<file path="src/hw/rtl/message_tag_match_engine_defines.svh">
// assertion macros for the message tag match engine
// no dependencies; included by modules that carry assertions
`ifndef MESSAGE_TAG_MATCH_ENGINE_DEFINES_SVH
`define MESSAGE_TAG_MATCH_ENGINE_DEFINES_SVH
`ifndef NO_ASSERTIONS
`define MTME_ASSERT(lbl, clk, rstn, prop) \
    lbl: assert property (@(posedge clk) disable iff (!rstn) prop) \
        else $error("mtme assertion failed");
`define MTME_NEVER(lbl, clk, rstn, cond) \
    lbl: assert property (@(posedge clk) disable iff (!rstn) !(cond)) \
        else $error("mtme forbidden condition");
`else
`define MTME_ASSERT(lbl, clk, rstn, prop)
`define MTME_NEVER(lbl, clk, rstn, cond)
`endif
`endif

</file>
<file path="src/hw/rtl/mtme_pkg.sv">
// shared types and constants of the message tag match engine
// no dependencies
package mtme_pkg;

    localparam int POSTED_DEPTH_DEF = 16;
    localparam int UNEXP_DEPTH_DEF  = 16;
    localparam int HANDLE_BITS_DEF  = 16;
    localparam int ID_BITS          = 32;

    localparam logic [1:0] CMD_POST   = 2'd0;
    localparam logic [1:0] CMD_ARRIVE = 2'd1;
    localparam logic [1:0] CMD_CANCEL = 2'd2;
    localparam logic [1:0] CMD_RSVD   = 2'd3;

    typedef enum logic [2:0] {
        ST_MATCHED  = 3'd0,
        ST_QUEUED   = 3'd1,
        ST_NOTFOUND = 3'd2,
        ST_UNSUP    = 3'd3,
        ST_FULL     = 3'd4
    } status_t;

    // controller to datapath
    typedef struct packed {
        logic    load;
        logic    scan_en;
        logic    shift_start;
        logic    shift_en;
        logic    append;
        logic    dec_count;
        logic    res_set;
        status_t res_code;
        logic    out_load;
    } ctrl_cmd_t;

    // datapath to controller
    typedef struct packed {
        logic is_post;
        logic is_cancel;
        logic unsup;
        logic hit;
        logic keep;
        logic scan_end;
        logic shift_end;
        logic full;
        logic out_busy;
    } dp_status_t;

endpackage

</file>
<file path="src/hw/rtl/mtme_ctrl.sv">
// controller state machine of the message tag match engine
// depends on mtme_pkg
module mtme_ctrl (
    input  logic                    aclk,
    input  logic                    aresetn,
    input  logic                    s_valid,
    output logic                    s_ready,
    input  mtme_pkg::dp_status_t    st,
    output mtme_pkg::ctrl_cmd_t     cmd
);

    typedef enum logic [4:0] {
        S_IDLE   = 5'b00001,
        S_SCAN   = 5'b00010,
        S_SHIFT  = 5'b00100,
        S_APPEND = 5'b01000,
        S_DONE   = 5'b10000
    } state_t;

    state_t state_reg, state_next;

    always_ff @(posedge aclk) begin
        if (!aresetn) begin
            state_reg <= S_IDLE;
        end else begin
            state_reg <= state_next;
        end
    end

    assign s_ready = (state_reg == S_IDLE);

    always_comb begin
        state_next = state_reg;
        cmd        = '0;
        cmd.res_code = mtme_pkg::ST_MATCHED;
        unique case (state_reg)
            S_IDLE: begin
                if (s_valid) begin
                    cmd.load   = 1'b1;
                    state_next = S_SCAN;
                end
            end
            S_SCAN: begin
                if (st.unsup) begin
                    cmd.res_set  = 1'b1;
                    cmd.res_code = mtme_pkg::ST_UNSUP;
                    state_next   = S_DONE;
                end else if (st.hit) begin
                    cmd.res_set  = 1'b1;
                    cmd.res_code = mtme_pkg::ST_MATCHED;
                    if (st.is_post || st.is_cancel || !st.keep) begin
                        cmd.shift_start = 1'b1;
                        state_next      = S_SHIFT;
                    end else begin
                        state_next = S_DONE;
                    end
                end else if (st.scan_end) begin
                    cmd.res_set = 1'b1;
                    if (st.is_cancel) begin
                        cmd.res_code = mtme_pkg::ST_NOTFOUND;
                        state_next   = S_DONE;
                    end else if (st.full) begin
                        cmd.res_code = mtme_pkg::ST_FULL;
                        state_next   = S_DONE;
                    end else begin
                        cmd.res_code = mtme_pkg::ST_QUEUED;
                        state_next   = S_APPEND;
                    end
                end else begin
                    cmd.scan_en = 1'b1;
                end
            end
            S_SHIFT: begin
                if (st.shift_end) begin
                    cmd.dec_count = 1'b1;
                    state_next    = S_DONE;
                end else begin
                    cmd.shift_en = 1'b1;
                end
            end
            S_APPEND: begin
                cmd.append = 1'b1;
                state_next = S_DONE;
            end
            S_DONE: begin
                if (!st.out_busy) begin
                    cmd.out_load = 1'b1;
                    state_next   = S_IDLE;
                end
            end
            default: begin
                state_next = S_IDLE;
            end
        endcase
    end

endmodule

</file>
<file path="config.mk">
export PLATFORM = sky130hd
export DESIGN_NAME = mtme_ctrl
export DESIGN_NICKNAME = d
export VERILOG_FILES = /design/src/hw/rtl/message_tag_match_engine_defines.svh /design/src/hw/rtl/mtme_pkg.sv /design/src/hw/rtl/mtme_ctrl.sv
export SDC_FILE = /design/constraint.sdc
export NUM_CORES = 1
export LEC_CHECK = 0
export BUFFER_PORTS_ARGS = -buffer_cell sky130_fd_sc_hd__buf_2
export CAP_MARGIN = 20
export CORE_AREA = 10 10 47 49
export DETAILED_ROUTE_END_ITERATION = 10
export DIE_AREA = 0 0 57 59
export PLACE_DENSITY = 0.6
export SYNTH_ARGS = -nofsm -noshare
export SYNTH_HDL_FRONTEND = slang
export SYNTH_SLANG_ARGS = --single-unit
</file>
<file path="constraint.sdc">
create_clock -name aclk -period 2 [get_ports aclk]
set_input_delay 0.2 -clock aclk [delete_from_list [all_inputs] [get_ports aclk]]
set_output_delay 0.2 -clock aclk [all_outputs]
set_load 0.02 [all_outputs]
</file>
## Word-level counts from Yosys, hierarchy flattened

Index checks and enable logic that the tools add are counted.

| storage, ports and cells | value |
|---|---|
| memory bits (read-only) | 0 |
| register bits after elaboration | 5 |
| latch bits | 0 |
| memory bits (writable) | 0 |
| memories | 0 |
| input port bits | 12 |

| cells by class | value |
|---|---|
| bitwise gates (word level) | 0 |
| $lt $le $gt $ge | 0 |
| equality and inequality tests | 9 |
| $add $sub $neg | 0 |
| shift operators | 0 |
| muxes and demuxes | 31 |
| multiply operators | 0 |
| reduce and logical (&&, ||, !) cells | 4 |
| div/mod/pow operators | 0 |

Operator list:

| operator | count |
|---|---|
| 2-to-1 mux 5 bit | 9 |
| one-hot mux 5 bit (5 select lines) | 1 |
| 2-to-1 mux 4 bit | 4 |
| 2-to-1 mux 1 bit | 13 |
| 2-to-1 mux 3 bit | 2 |
| != test 2 bit (second input constant) | 3 |
| equality test 5 x 1 -> 1 bit (second input constant) | 1 |
| equality test 5 x 2 -> 1 bit (second input constant) | 1 |
| equality test 5 x 3 -> 1 bit (second input constant) | 1 |
| equality test 5 x 4 -> 1 bit (second input constant) | 1 |
| equality test 5 bit (second input constant) | 1 |
| 2-to-1 mux 2 bit | 2 |
| != test 4 bit (second input constant) | 1 |
| AND reduction 4 bit | 1 |
| logical OR 1 bit | 2 |
| zero test 1 bit | 1 |

## Longest topological paths before layout

| depth | value |
|---|---|
| depth in word-level cells | 6 |
| mapped depth | 4 |
| mapped depth without buffers | 4 |

## Worst setup path after synthesis

Ideal clock, no wire load.

| timing path | value |
|---|---|
| path kind | register to output |
| from | reg state_reg[1] |
| to | out cmd[10] in the netlist's numbering |
| setup slack | 0.088 ns |
| cell stages (with the launch flop) | 4 |
| arrival | 1.712 ns |
| required time | 1.800 ns |
| cells stage by stage | dfxtp_1 -> or3_1 -> nor3b_1 -> and2_1 |

RTL lines:

| element | line | text |
|---|---|---|
| start: declaration | mtme_ctrl.sv:20 | `state_t state_reg, state_next;` |
| start signal: assignment | mtme_ctrl.sv:26 | `state_reg <= state_next;` |
| end: declaration | mtme_ctrl.sv:9 | `output mtme_pkg::ctrl_cmd_t cmd` |

==> results.md <==
* Antenna Violating Nets Remaining at 0
* Grt met3 use at between 2 and 3%
* Core Area at 1400 um2
* Largest net degree at the start of global routing at 8
* ANT cells at 0
* Latest clock arrival within the worst-skew pair at about 0.24 ns
* Final nets at 90
* Slew @ Worst Pin at ~0.32 ns
* Slew headroom at 78.6%
* Max reg flops at 5
* Final hold vios at 0
* Vias/cell at 5.08
* RePlAce Congestion at approximately 0.75
* Ports at 24
* Synthesis-stage register bit count at 5
* Placement Setup Slack at about 0.23 ns
* Row count at 14
* Syn Inst Count at 50
* DIE HEIGHT at around 59 um
* YS warnings at 0
* WP data arrival at about 1.7 ns
* Avg WL per Cell at 12.9 um
* Fmax at ~520 MHz
* Min Tclk post-route at ~1.9 ns
* Final wirelength at around 1200 um
* CTS tree: done
* Crit path max fanout at 4
* Clock Tree Buf Depth at 2
* CP Launch Type: flip-flop
* Total power at around 380 uW
* Initial Util at 28.8%
* WP data required at ~1.8 ns
* Synthesis-to-finish area growth at 43.0%
* Clock-pin slew on the worst setup and hold paths at around 0.040 ns
* CTS Sinks at 5
* Synth Area per Inst at roughly 8 um2
* Via count at 472
* M1 GR Usage at roughly 8.6%
* Cts bufs inserted at 3
* DR pass1 iterations at 4
* Total die area at ~3400 um2
* Met2 usage at between 10% and 20%
* Remaining DRCs at 0
* MaxCap Viol Count at 0
* Switching Fraction at about a third
* Fin crit share at a little over nine tenths
* Root buffer cell: clkbuf_4
* Critical Path End Type: primary output
* Syn Nets at between 60 and 70
* Seq/Total Area, Yosys at 24.8%
* Commonest non-fill, non-tap cell in the layout: buf_2
* Slew Limit Fails at 0
* Status: complete, no violations
* Static Leak at approximately 0.27 nW
* Setup Fix Bufs, Post-CTS at 0
* # setup viols final at 0
* HP Class: in2reg
* Unrepaired setup endpoints after global routing: yes
* Post-Syn Area at around 400 um2
* Post-DP HPWL at approximately 1000 um
* Gr usage total at 7.48%
* Clock share of power at 30.5%
* Pwr/cell area at roughly 650 nW/um2
* Max IR drop VDD at roughly 0.00036 V
* Switch Pwr at 127 uW
* Ratio of cells with drive above 1 in the final layout at between 40% and 50%
* Gate power share at between 30% and 40%
* Die width at between 50 and 60 um
* Crit path setup slack, layout at ~0.067 ns
* Initial antenna violation count at 0
* Hold-fix buffers, CTS at 0
* DRT iter0 DRCs at 7
* Clk_skew at ~0.0016 ns
* Most frequent cells in the layout: buf_2 (20), nor2_1 (7), dfxtp_1 (5)
* First-pass GRT wire length at slightly above 2000 um
* Seq pwr share at about a third
* Port bufs at 23
* Vias in the first global route at between 400 and 500
* H-tree Lvls at 1
* P_int at 251 uW
* Critical path type: reg2out
* Top Usage Layer GRT: met2
* Number of library cell types mapped by synthesis at 26
* Gr ovfl total at 0
cells by family after synthesis:
group,Yosys count,synth area share (%)
AND/OR/NAND/NOR,31,53.6
flip-flops,5,24.8
AO/OA/AOI/OAI,10,17.0
buffers and inverters,4,4.64
synth_stat cells:
cell type / count / area share [%]
a31oi_1: 1 / 1.5
o311ai_0: 1 / 2.2
o21a_1: 3 / 5.6
nor3_2: 1 / 2.5
nand3b_1: 1 / 1.9
nor3_1: 5 / 6.2
or2_2: 1 / 1.5
nand2b_1: 1 / 1.5
nor4b_1: 1 / 2.2
nor4b_4: 1 / 5.9
nor2_1: 7 / 6.5
or3b_2: 2 / 4.3
and2_1: 1 / 1.5
or3_1: 1 / 1.5
or2b_1: 2 / 3.7
buf_4: 1 / 1.9
o221a_1: 1 / 2.8
inv_1: 3 / 2.8
and3_1: 1 / 1.5
or3_2: 1 / 1.9
dfxtp_1: 5 / 25
a21oi_1: 4 / 5.0
and4_1: 2 / 4.3
or4_1: 1 / 1.9
or4_4: 1 / 2.8
nor3b_1: 1 / 1.9
final timing paths:
kind / start / endpoint / slack [ns] / cells past startpoint
worst min-delay path: aresetn / state_reg[0] / 0.20 / 2
worst min register to register: state_reg[4] / state_reg[4] / 0.67 / 1
worst max register to register: state_reg[3] / state_reg[4] / 0.29 / 4
worst max-delay path: state_reg[3] / cmd[2] / 0.07 / 4
worst max-delay path, cell delays in order, from the launching register on:
cell,delay (ns)
dfxtp_1,0.32
or4_4,0.58
or2_2,0.32
nor2_1,0.12
buf_4,0.15
final cells by class:
type                            instances  area (um2)
Inverter                                3        11.3
Sequential cell                         5         100
Tap cell                               16        20.0
Timing Repair Buffer                   24         130
Multi-Input combinational cell         41         290
Fill cell                             151         823
Clock buffer                            4        26.3
routing by layer:
metal	part of all wire, %	vias up
met2	49	13
li1	-	240
met5	0	-
met1	44	217
met3	5.1	2
met4	1.6	0
per-stage QoR:
| stage | cells | area (um2) | setup TNS (ns) | utilization, % | hold slack [ns] |
|---|---|---|---|---|---|
| detailed placement | 89 | 539 | 0 | 38.5 | 0.446 |
| finish | 93 | 578 | 0 | 41.3 | 0.201 |
| CTS | 93 | 571 | 0 | 40.7 | 0.195 |
| floorplan | 50 | 404 | 0 | - | 0.291 |
| global placement | 89 | 539 | 0 | 38.5 | 0.441 |
| global route | 93 | 578 | -0.0380 | 41.3 | 0.215 |
what timing repair did:
item,CTS,global route
pin swaps,0,1
resized for setup,1,3
endpoints found under the hold margin,0,0
endpoints found under the setup margin,2,6
power groups by stage:
stage	clock [mW]	combinational (mW)	sequential, mW
after CTS	0.121	0.141	0.121
after global placement	0	0.140	0.122
after floorplan	0	0.0903	0.120
after detailed placement	0	0.139	0.123
after global routing	0.129	0.157	0.124
final	0.115	0.141	0.121
No activity file was read; power rests on OpenSTA's default activity.
